==> config.mk <==
export PLATFORM = sky130hd
export DESIGN_NAME = led_matrix_row_scanner_unit
export DESIGN_NICKNAME = d
export VERILOG_FILES = /design/src/rtl/lmrs_pkg.sv /design/src/rtl/lmrs_frame_store.sv /design/src/rtl/lmrs_row_shifter.sv /design/src/rtl/led_matrix_row_scanner_unit.sv
export SDC_FILE = /design/constraint.sdc
export NUM_CORES = 1
export LEC_CHECK = 0
export ABC_AREA = 1
export BUFFER_PORTS_ARGS = -buffer_cell sky130_fd_sc_hd__buf_2
export CAP_MARGIN = 20
export CORE_MARGIN = 3
export CORE_UTILIZATION = 64
export CTS_BUF_LIST = sky130_fd_sc_hd__clkbuf_16
export CTS_CLUSTER_DIAMETER = 50
export DETAILED_ROUTE_END_ITERATION = 7
export PLACE_DENSITY = 0.82
export SLEW_MARGIN = 15
export SYNTH_ARGS = -nofsm -noshare
export SYNTH_HDL_FRONTEND = slang
export SYNTH_SLANG_ARGS = --single-unit
export TNS_END_PERCENT = 50
==> constraint.sdc <==
create_clock -name clk -period 6.07 [get_ports clk]
set_clock_uncertainty 0.05 [all_clocks]
set_input_delay 0.3035 -clock clk [delete_from_list [all_inputs] [get_ports clk]]
set_output_delay 0.3035 -clock clk [all_outputs]
set_load 0.02 [all_outputs]
==> src/rtl/lmrs_pkg.sv <==
// Package: shared constants and codes of the LED matrix row scanner.
package lmrs_pkg;

  localparam int DEF_ROW_COUNT   = 7;
  localparam int DEF_COLUMN_BITS = 30;

  // Fixed field widths.
  localparam int REQ_W    = 2;
  localparam int IDX_W    = 3;
  localparam int WORD_W   = 30;
  localparam int LIGHT_W  = 10;
  localparam int ENABLE_W = 7;
  localparam int THR_W    = 10;
  localparam int PER_W    = 17;
  localparam int LEVEL_W  = 2;
  localparam int ADDR_W   = 5;
  localparam int DATA_W   = 32;

  // Request codes.
  localparam logic [REQ_W-1:0] REQ_WRITE  = 2'd0;
  localparam logic [REQ_W-1:0] REQ_TICK   = 2'd1;
  localparam logic [REQ_W-1:0] REQ_SAMPLE = 2'd2;

  // Brightness levels.
  localparam logic [LEVEL_W-1:0] LEVEL_BRIGHT = 2'd0;
  localparam logic [LEVEL_W-1:0] LEVEL_MID    = 2'd1;
  localparam logic [LEVEL_W-1:0] LEVEL_DARK   = 2'd2;

  // Register indexes (byte address = 4 * index).
  localparam logic [2:0] REG_BRIGHT_THR = 3'd0;
  localparam logic [2:0] REG_DIM_THR    = 3'd1;
  localparam logic [2:0] REG_PERIOD0    = 3'd2;
  localparam logic [2:0] REG_PERIOD1    = 3'd3;
  localparam logic [2:0] REG_PERIOD2    = 3'd4;

  // Register reset values.
  localparam logic [THR_W-1:0] RST_BRIGHT_THR = 10'd950;
  localparam logic [THR_W-1:0] RST_DIM_THR    = 10'd800;
  localparam logic [PER_W-1:0] RST_PERIOD0    = 17'd553;
  localparam logic [PER_W-1:0] RST_PERIOD1    = 17'd7373;
  localparam logic [PER_W-1:0] RST_PERIOD2    = 17'd18432;

endpackage

==> src/rtl/lmrs_frame_store.sv <==
// Frame store: synchronous row-word memory with per-row valid bits.
module lmrs_frame_store
  import lmrs_pkg::*;
#(
  parameter int ROW_COUNT   = DEF_ROW_COUNT,
  parameter int COLUMN_BITS = DEF_COLUMN_BITS,
  parameter int ROW_W       = (ROW_COUNT > 1) ? $clog2(ROW_COUNT) : 1
) (
  input  logic                   clk,
  input  logic                   rst,
  input  logic                   wr_en,
  input  logic [ROW_W-1:0]       wr_row,
  input  logic [COLUMN_BITS-1:0] wr_word,
  input  logic                   rd_en,
  input  logic [ROW_W-1:0]       rd_row,
  output logic [COLUMN_BITS-1:0] rd_word
);

  logic [COLUMN_BITS-1:0] mem [ROW_COUNT];
  logic [ROW_COUNT-1:0]   row_valid;
  logic [COLUMN_BITS-1:0] rd_data;
  logic                   rd_ok;

  always_ff @(posedge clk) begin
    if (wr_en) begin
      mem[wr_row] <= wr_word;
    end
  end

  always_ff @(posedge clk) begin
    if (rst) begin
      row_valid <= '0;
    end else if (wr_en) begin
      row_valid[wr_row] <= 1'b1;
    end
  end

  // Registered read; an unwritten row reads as zero.
  always_ff @(posedge clk) begin
    if (rd_en) begin
      rd_data <= mem[rd_row];
      rd_ok   <= row_valid[rd_row];
    end
  end

  assign rd_word = rd_ok ? rd_data : '0;

endmodule

==> src/rtl/lmrs_row_shifter.sv <==
// Row shifter: serialises one row word MSB first onto the output channel.
module lmrs_row_shifter
  import lmrs_pkg::*;
#(
  parameter int ROW_COUNT   = DEF_ROW_COUNT,
  parameter int COLUMN_BITS = DEF_COLUMN_BITS,
  parameter int ROW_W       = (ROW_COUNT > 1) ? $clog2(ROW_COUNT) : 1
) (
  input  logic                   clk,
  input  logic                   rst,
  input  logic                   load,
  input  logic [ROW_W-1:0]       load_row,
  input  logic [COLUMN_BITS-1:0] load_word,
  output logic                   busy,
  output logic                   out_valid,
  input  logic                   out_ready,
  output logic                   shift_bit,
  output logic [ENABLE_W-1:0]    row_enables,
  output logic                   last
);

  localparam int CNT_W = $clog2(COLUMN_BITS + 1);
  localparam logic [ENABLE_W-1:0] ALL_HIGH = ENABLE_W'((64'd1 << ROW_COUNT) - 64'd1);

  logic                   active;
  logic [CNT_W-1:0]       remaining;
  logic [COLUMN_BITS-1:0] word;
  logic [ROW_W-1:0]       row;
  logic [ENABLE_W-1:0]    row_sel;

  always_ff @(posedge clk) begin
    if (rst) begin
      active    <= 1'b0;
      remaining <= '0;
    end else if (load) begin
      active    <= 1'b1;
      remaining <= CNT_W'(COLUMN_BITS);
    end else if (active && out_ready) begin
      remaining <= remaining - 1'b1;
      if (remaining == CNT_W'(1)) begin
        active <= 1'b0;
      end
    end
  end

  always_ff @(posedge clk) begin
    if (load) begin
      word <= load_word;
      row  <= load_row;
    end else if (active && out_ready) begin
      word <= word << 1;
    end
  end

  // Rows past the port width have no enable to drop.
  assign row_sel     = ENABLE_W'(32'd1 << row);
  assign busy        = active;
  assign out_valid   = active;
  assign shift_bit   = word[COLUMN_BITS-1];
  assign last        = (remaining == CNT_W'(1));
  assign row_enables = last ? (ALL_HIGH & ~row_sel) : ALL_HIGH;

endmodule

==> src/rtl/led_matrix_row_scanner_unit.sv <==
// Top level of the LED matrix row scanner: request decode, refresh timing, registers.
// Usage
//   Input channel (in_valid/in_ready): one request per transfer. A write
//   request replaces one row word, a light sample sets the brightness level,
//   a tick counts the refresh countdown down. One request per cycle is
//   sustained, except while an expiring tick is held back (see below).
//   When a tick expires the countdown, the current row word is read from the
//   frame store (registered read port) and loaded into the row shifter the
//   cycle after. The output channel (out_valid/out_ready) then carries 30
//   serial bit transfers, MSB first, the last one flagged with last and that
//   row's enable driven low; rows stay blanked before it.
//   The first bit is offered once rd_pending has loaded the read word into the shifter.
//   Writes, samples and non-expiring ticks keep flowing while bits shift
//   out; only an expiring tick is held back until the previous refresh has
//   left the shifter.
//   A stalled receiver freezes the shifter on the current bit; nothing is lost.
// Reset (rst, synchronous): frame store reads as zero (valid bits cleared),
//   row 0, countdown 1, brightness level 2, registers to their defaults.
// Configuration: APB-style port, register i at byte address 4*i, no waits.
module led_matrix_row_scanner_unit
  import lmrs_pkg::*;
#(
  parameter int ROW_COUNT   = DEF_ROW_COUNT,
  parameter int COLUMN_BITS = DEF_COLUMN_BITS
) (
  input  logic                clk,
  input  logic                rst,
  // configuration port
  input  logic                psel,
  input  logic                penable,
  input  logic                pwrite,
  input  logic [ADDR_W-1:0]   paddr,
  input  logic [DATA_W-1:0]   pwdata,
  output logic [DATA_W-1:0]   prdata,
  output logic                pready,
  // request channel
  input  logic                in_valid,
  output logic                in_ready,
  input  logic [REQ_W-1:0]    req_type,
  input  logic [IDX_W-1:0]    row_index,
  input  logic [WORD_W-1:0]   row_bits,
  input  logic [LIGHT_W-1:0]  light_level,
  // serial bit channel
  output logic                out_valid,
  input  logic                out_ready,
  output logic                shift_bit,
  output logic [ENABLE_W-1:0] row_enables,
  output logic                last
);

  localparam int ROW_W = (ROW_COUNT > 1) ? $clog2(ROW_COUNT) : 1;

  // Configuration registers.
  logic [THR_W-1:0] bright_thr;
  logic [THR_W-1:0] dim_thr;
  logic [PER_W-1:0] period0;
  logic [PER_W-1:0] period1;
  logic [PER_W-1:0] period2;

  // Scan state.
  logic [ROW_W-1:0]   current_row;
  logic [ROW_W-1:0]   current_row_next;
  logic [PER_W-1:0]   countdown;
  logic [LEVEL_W-1:0] level;
  logic [PER_W-1:0]   period_sel;
  logic [PER_W-1:0]   reload;

  // Read in flight between frame store and shifter.
  logic               rd_pending;
  logic [ROW_W-1:0]   rd_row_q;

  logic                   cfg_wr;
  logic                   in_fire;
  logic                   is_tick;
  logic                   expire;
  logic                   refresh;
  logic                   wr_en;
  logic [COLUMN_BITS-1:0] wr_word;
  logic [COLUMN_BITS-1:0] rd_word;
  logic                   sh_busy;

  // ---------------- configuration port ----------------
  assign pready = 1'b1;
  assign cfg_wr = psel && penable && pwrite;

  always_ff @(posedge clk) begin
    if (rst) begin
      bright_thr <= RST_BRIGHT_THR;
      dim_thr    <= RST_DIM_THR;
      period0    <= RST_PERIOD0;
      period1    <= RST_PERIOD1;
      period2    <= RST_PERIOD2;
    end else if (cfg_wr) begin
      case (paddr[4:2])
        REG_BRIGHT_THR: bright_thr <= pwdata[THR_W-1:0];
        REG_DIM_THR:    dim_thr    <= pwdata[THR_W-1:0];
        REG_PERIOD0:    period0    <= pwdata[PER_W-1:0];
        REG_PERIOD1:    period1    <= pwdata[PER_W-1:0];
        REG_PERIOD2:    period2    <= pwdata[PER_W-1:0];
        default:        ;
      endcase
    end
  end

  always_comb begin
    case (paddr[4:2])
      REG_BRIGHT_THR: prdata = DATA_W'(bright_thr);
      REG_DIM_THR:    prdata = DATA_W'(dim_thr);
      REG_PERIOD0:    prdata = DATA_W'(period0);
      REG_PERIOD1:    prdata = DATA_W'(period1);
      REG_PERIOD2:    prdata = DATA_W'(period2);
      default:        prdata = '0;
    endcase
  end

  // ---------------- request decode ----------------
  // The countdown never drops below one, so one means this tick expires.
  assign is_tick = (req_type == REQ_TICK);
  assign expire  = (countdown == PER_W'(1));

  // Hold an expiring tick while the previous refresh is still in flight.
  assign in_ready = !(is_tick && expire) || (!rd_pending && !sh_busy);
  assign in_fire  = in_valid && in_ready;
  assign refresh  = in_fire && is_tick && expire;

  assign wr_en   = in_fire && (req_type == REQ_WRITE) && (32'(row_index) < ROW_COUNT);
  assign wr_word = COLUMN_BITS'(row_bits);

  // Period for the current level; a zero period counts as one tick.
  always_comb begin
    case (level)
      LEVEL_BRIGHT: period_sel = period0;
      LEVEL_MID:    period_sel = period1;
      default:      period_sel = period2;
    endcase
    reload = (period_sel == '0) ? PER_W'(1) : period_sel;
  end

  assign current_row_next = (32'(current_row) == ROW_COUNT - 1) ? '0 : current_row + 1'b1;

  always_ff @(posedge clk) begin
    if (rst) begin
      current_row <= '0;
      countdown   <= PER_W'(1);
      level       <= LEVEL_DARK;
      rd_pending  <= 1'b0;
    end else begin
      rd_pending <= refresh;
      if (in_fire && (req_type == REQ_SAMPLE)) begin
        // Bright test first, so overlapping thresholds still resolve.
        if (light_level > bright_thr) begin
          level <= LEVEL_BRIGHT;
        end else if (light_level > dim_thr) begin
          level <= LEVEL_MID;
        end else begin
          level <= LEVEL_DARK;
        end
      end
      if (in_fire && is_tick) begin
        if (expire) begin
          current_row <= current_row_next;
          countdown   <= reload;
        end else begin
          countdown <= countdown - 1'b1;
        end
      end
    end
  end

  always_ff @(posedge clk) begin
    if (refresh) begin
      rd_row_q <= current_row;
    end
  end

  // ---------------- frame store ----------------
  // One request per cycle, so a write and the refresh read never share an edge;
  // a write accepted before the tick is already in the array when it is read.
  lmrs_frame_store #(
    .ROW_COUNT   (ROW_COUNT),
    .COLUMN_BITS (COLUMN_BITS),
    .ROW_W       (ROW_W)
  ) u_store (
    .clk     (clk),
    .rst     (rst),
    .wr_en   (wr_en),
    .wr_row  (ROW_W'(row_index)),
    .wr_word (wr_word),
    .rd_en   (refresh),
    .rd_row  (current_row),
    .rd_word (rd_word)
  );

  // ---------------- row shifter ----------------
  lmrs_row_shifter #(
    .ROW_COUNT   (ROW_COUNT),
    .COLUMN_BITS (COLUMN_BITS),
    .ROW_W       (ROW_W)
  ) u_shift (
    .clk         (clk),
    .rst         (rst),
    .load        (rd_pending),
    .load_row    (rd_row_q),
    .load_word   (rd_word),
    .busy        (sh_busy),
    .out_valid   (out_valid),
    .out_ready   (out_ready),
    .shift_bit   (shift_bit),
    .row_enables (row_enables),
    .last        (last)
  );

endmodule

# After elaboration in Yosys (flattened, before gate mapping)
# Memories as Yosys holds them, arrays and structs flattened. A register that Yosys moved wholly into a read port is not among the register bits.
# Cells that the tools add are included.
totals:
  mem_count: 1
  register_bits: 144
  word_cells: 92
  ram_bits: 210
  output_inout_bits: 44
  in_bits: 89
memory_table:
  columns: ["name", "depth", "word_bits", "rd", "rd_clocked_by_memory_dff", "wr", "line_no", "source"]
  rows:
  - ["u_store.mem", 7, 30, 1, 1, 1, "lmrs_frame_store.sv:19", "logic [COLUMN_BITS-1:0] mem [ROW_COUNT];"]
op_classes:
  n_eq_ne: 10
  order_cmp: 6
  reduce_logical: 30
  n_shift: 1
  add_sub_neg: 3
  muxes: 22
  n_bitwise: 2
ops:
  columns: ["cell", "n"]
  rows:
  - ["$mux 30", 3]
  - ["$pmux 17 s5", 1]
  - ["$mux 17", 2]
  - ["$pmux 17 s2", 1]
  - ["$gt 10x10->1", 2]
  - ["$eq 17x1->1 const B", 1]
  - ["$logic_not 17->1", 1]
  - ["$sub 17x1->17 const B", 1]
  - ["$reduce_and 2->1", 7]
  - ["$logic_and 1x1->1", 12]
  - ["$mux 5", 2]
  - ["$lt 3x4->1 const B", 2]
  - ["$mux 1", 7]
  - ["$mux 7", 1]
  - ["$not 7->7", 1]
  - ["$or 7x7->7", 1]
  - ["$shl 1x3->7 const A", 1]
  - ["$eq 3x2->1 const B", 2]
  - ["$eq 3x3->1 const B", 2]
  - ["$eq 5x1->1 const B", 1]
  - ["$sub 5x1->5 const B", 1]
  - ["$eq 2x1->1 const B", 2]
  - ["$logic_not 2->1", 2]
  - ["$mux 2", 2]
  - ["other kinds (13)", 16]

# Depth between registers and ports, before layout
logic_depth:
  ltp_word: 9
  depth_mapped: 12
  depth_no_buf: 11

# Modules after synthesis
# Synthesis repeated with hierarchy kept, for this count alone.
hier_totals:
  hier_cells: 1951
  hier_area_um2: 17606.9
modules_own_cells:
  columns: ["mod", "n_inst", "cells_per_inst", "seq_area_each_um2", "area_per_inst_um2"]
  rows:
  - ["lmrs_frame_store", 1, 949, 7377.1, 10297.4]
  - ["led_matrix_row_scanner_unit", 1, 813, 1971.9, 5542.8]
  - ["lmrs_row_shifter", 1, 189, 1111.1, 1766.7]

# Worst setup path after synthesis
# Ideal clock, no wire load.
synth_timing:
  path_type: "input to register"
  startpoint: "input port req_type[1]"
  endpoint: "memory u_store.mem[5][0] in the netlist's numbering, enable pin"
  setup_time_ns: 0.457
  path_slack_ns: 2.761
  required_time_ns: 5.563
  n_path_buf: 0
  path_stages: 3
  arrival_ns: 2.802
  path_cell_list: "nor3b_1 -> o21ai_0 -> nor3_1"
synth_via:
  elab_chain_cells: 9
  elab_cells_between_ends: 10
  cone_classes: "1 x eq/ne; 2 x mux; 7 x reduce/logical"
synth_lines:
  columns: ["item", "line_no", "source"]
  rows:
  - ["from (decl)", "led_matrix_row_scanner_unit.sv:39", "input logic [REQ_W-1:0] req_type,"]
  - ["$eq 2x1->1", "led_matrix_row_scanner_unit.sv:118", "assign is_tick = (req_type == REQ_TICK);"]
  - ["$logic_and 1x1->1", "led_matrix_row_scanner_unit.sv:122", "assign in_ready = !(is_tick && expire) || (!rd_pending && !sh_busy);"]
  - ["$logic_not 1->1", "led_matrix_row_scanner_unit.sv:122", null]
  - ["$logic_or 1x1->1", "led_matrix_row_scanner_unit.sv:122", null]
  - ["$logic_and 1x1->1", "led_matrix_row_scanner_unit.sv:123", "assign in_fire = in_valid && in_ready;"]
  - ["$logic_and 1x1->1 (*) (2 in a row)", "led_matrix_row_scanner_unit.sv:126", "assign wr_en = in_fire && (req_type == REQ_WRITE) && (32'(row_index) < ROW_COUNT);"]
  - ["$mux 1 (*)", "lmrs_frame_store.sv:25", "if (wr_en) begin"]
  - ["$mux 1 (implied by the code) (*)", "lmrs_frame_store.sv:26", "mem[wr_row] <= wr_word;"]
  - ["to (decl)", "lmrs_frame_store.sv:19", null]
# Every way passes the cells marked *; elsewhere a longest branch is shown, timed or not.

==> metrics.md <==
| Metric | Value |
|---|---|
| Status | `finished clean` |
| FF-to-FF setup slack | `~3.1 ns` |
| Buffers on Ports | `99` |
| Critical Path Fanout Max | `44` |
| Hold path startpoint | `pwdata[15]` |
| GR met2 Demand/Resource | `roughly 48%` |
| Synthesized flop and latch total | `roughly 380` |
| Total Die Area | `~28000 sq um` |
| Met3 GRT Util | `roughly 5%` |
| # hold bufs at CTS | `34` |
| Vias per std cell | `~6.0` |
| Place WS | `~2.8 ns` |
| Pre-Repair DR Iteration Count | `5` |
| Initial antenna violation count | `1` |
| Clk slew on worst S/H paths | `around 0.06 ns` |
| Die width | `around 170 um` |
| PwrDens | `294 nW/um^2` |
| Area delta synth->final | `14.0%` |
| Routed via count | `between 10000 and 15000` |
| CP endpoint kind | `flip-flop` |
| Mapped Area | `between 15000 and 20000 sq um` |
| First-pass GRT wire length | `approximately 63 mm` |
| Drt drc | `0` |
| Final GP Congestion | `0.892` |
| DR iter-0 viols | `1400` |
| Worst skew pair latency | `~0.53 ns` |
| Ys async rst share | `0%` |
| Tcrit/Tclk final | `between 40 and 50%` |
| Register area share after synthesis | `between 60% and 70%` |
| Leak Pwr | `between 0.007 and 0.008 uW` |
| Worst IR Drop VDD | `~0.3 mV` |
| CTS Buf Count | `40` |
| Tmin final | `between 2 and 3 ns` |
| CP Class | `reg -> reg` |
| Total track usage | `approximately 28%` |
| Hold crit path type | `in -> reg` |
| Slew at the pin closest to its max-slew limit | `about 1.1 ns` |
| Crit path DAT | `roughly 3.2 ns` |
| Clock Sinks | `384` |
| Final worst slack | `between 3 and 4 ns` |
| Post_cts resized | `0` |
| Io pins | `about 130` |
| Hold Fails Final Rpt | `0` |
| Post-synth top flop | `edfxtp_1` |
| Gr ovfl total | `0` |
| Worst setup startpoint | `current_row[0]$_SDFFE_PP0P_` |
| Gate Count Post-Synth | `roughly 1600` |
| Cell Count Post-Placement | `between 1500 and 2000` |
| H-tree levels | `2` |
| Design area | `between 15000 and 20000 sq um` |
| Relative slew margins | `26.1%` |
| Commonest non-fill, non-tap cells in the layout | `nand2_1 (359), edfxtp_1 (277), nor2_1 (215), o21ai_0 (123), dfxtp_1 (105)` |
| RSZ-0062 raised after global routing | `no` |
| Commonest non-fill, non-tap cell in the layout | `nand2_1` |
| Cell variety after synth | `48` |
| Avg Cell Area, Syn | `approximately 10 sq um` |
| DR WL/cell | `roughly 19 um` |
| Post-synth EDFFs | `277` |
| Finished Layout Cells | `between 2000 and 2500` |
| Post-DP HPWL | `around 23 mm` |
| Fmax | `~0.34 GHz` |
| GRT met1 Usage | `between 30% and 40%` |
| Worst EP required | `6.33 ns` |
| Clock root buffer | `clkbuf_16` |
| Synth warnings | `0` |
| Postcts setup bufs | `0` |
| Hold WS | `between 0.01 and 0.015 ns` |
| Diodes inserted | `0` |
| Core Region | `around 25000 sq um` |
| Pin count of the biggest net entering global routing | `between 50 and 60` |
| Layout Nets | `about 1900` |
| Antenna-violating nets left | `0` |
| CTS max path bufs | `3` |
| Most Used Layer, Global Route | `met2` |
| CTS tree | `yes` |
| Critical path launch point type | `flip-flop` |
| Placed cell area | `around 17000 sq um` |
| Setup TNS | `0 ns` |
| Max-cap violations | `0` |
| Max-slew violations | `0` |
| Starting density of the core | `roughly two thirds` |
| # setup viols final | `0` |
| WL final | `~40 mm` |
| DIE HEIGHT | `approximately 170 um` |
| Row cnt | `between 50 and 60` |
| Share of layout cells above drive strength 1 | `11.8%` |
| Filler Cell Count | `1553` |
| Vias in the first global route | `approximately 13000` |
| RR Startpoint | `current_row[0]$_SDFFE_PP0P_` |
routing by layer:
metal,vias to the layer above,routed length (um)
li1,5840,-
met4,2,1670
met5,-,13
met3,139,3610
met2,692,19000
met1,5929,15100
synth_stat cells (2+ instances only):
cell | instances | area share (%)
nor3_1 | 11 | 0.34
edfxtp_1 | 277 | 51
o211ai_1 | 12 | 0.55
o311ai_0 | 8 | 0.43
nor2_4 | 5 | 0.34
nand3_1 | 93 | 2.8
or2_2 | 4 | 0.15
nand2_1 | 359 | 8.2
nor2_2 | 3 | 0.11
inv_2 | 11 | 0.25
o21ai_0 | 123 | 3.8
o21ai_1 | 11 | 0.34
xor2_1 | 4 | 0.21
nor3b_1 | 2 | 0.092
buf_2 | 15 | 0.46
o31ai_1 | 20 | 0.92
o221ai_1 | 2 | 0.11
a221oi_1 | 11 | 0.59
a22oi_1 | 18 | 0.82
xnor2_1 | 2 | 0.11
clkinv_1 | 3 | 0.069
nand4_1 | 7 | 0.27
nor3_4 | 2 | 0.20
nor2_1 | 220 | 5.0
ha_1 | 24 | 1.8
clkbuf_1 | 56 | 1.3
o22ai_1 | 3 | 0.11
dfxtp_1 | 107 | 13
a31oi_1 | 2 | 0.076
buf_4 | 18 | 0.82
buf_6 | 2 | 0.14
a21oi_1 | 102 | 3.1
conb_1 | 2 | 0.046
inv_1 | 78 | 1.8
cell type report:
| type | count | area (sq um) | share of cell area, % |
|---|---|---|---|
| Sequential cell | 384 | 10500 | 56.0 |
| Timing Repair Buffer | 152 | 1020 | 5.45 |
| Multi-Input combinational cell | 1076 | 5230 | 28.0 |
| Clock inverter | 32 | 213 | 1.14 |
| Tap cell | 324 | 405 | 2.17 |
| Inverter | 93 | 352 | 1.88 |
| Clock buffer | 40 | 1000 | 5.36 |
sequential cells by signal (all words and copies together), names as in the netlist:
signal,count
bright_thr,10
countdown,17
current_row,3
dim_thr,10
level,2
period0,17
period1,17
period2,17
rd_pending,1
rd_row_q,3
u_shift.busy,1
u_shift.remaining,5
u_shift.row,3
u_shift.word,30
u_store.mem,210
u_store.rd_data,30
u_store.rd_ok,1
u_store.row_valid,7
path summary, 6_finish.rpt:
check | to | cells past startpoint
hold reg to reg | u_shift.row[1]$_DFFE_PP_ | 0
hold / removal | period0[15]$_SDFFE_PP0P_ | 3
setup reg to reg | u_store.rd_data[4]$_DFFE_PP_ | 8
setup / recovery | u_store.rd_data[4]$_DFFE_PP_ | 8
kinds of logic (layout without fill, tap and decap cells):
family / count (synthesis) / after routing / synth area share, %
AO/OA/AOI/OAI: 318 / 318 / 11.1
XOR/XNOR: 6 / 6 / 0.321
adder cells (fa/ha/maj): 24 / 24 / 1.83
buffers and inverters: 185 / 317 / 4.87
flip-flops: 384 / 384 / 63.8
other: 2 / 16 / 0.0458
AND/OR/NAND/NOR: 712 / 712 / 18.0
stage by stage:
stage,power [uW],utilization (%)
after global placement,3250,69.0
after CTS,5510,75.2
final,5500,75.5
after detailed placement,3260,69.0
after floorplan,3150,-
after global routing,5660,75.5
where the power goes:
part / internal (uW) / switching [uW]
Clock: 1290 / 977
Sequential: 2850 / 27.3
Combinational: 116 / 242
worst max-delay path, stage by stage, from the launching register on:
cell and delay, ns:
dfxtp_2 0.67, buf_4 0.56, nand2_1 0.09, inv_1 0.46, buf_4 0.39, a22oi_1 0.16
o31ai_1 0.11, nand2_1 0.07, o21ai_0 0.16
Note: power is estimated with default switching activity, not from simulation.
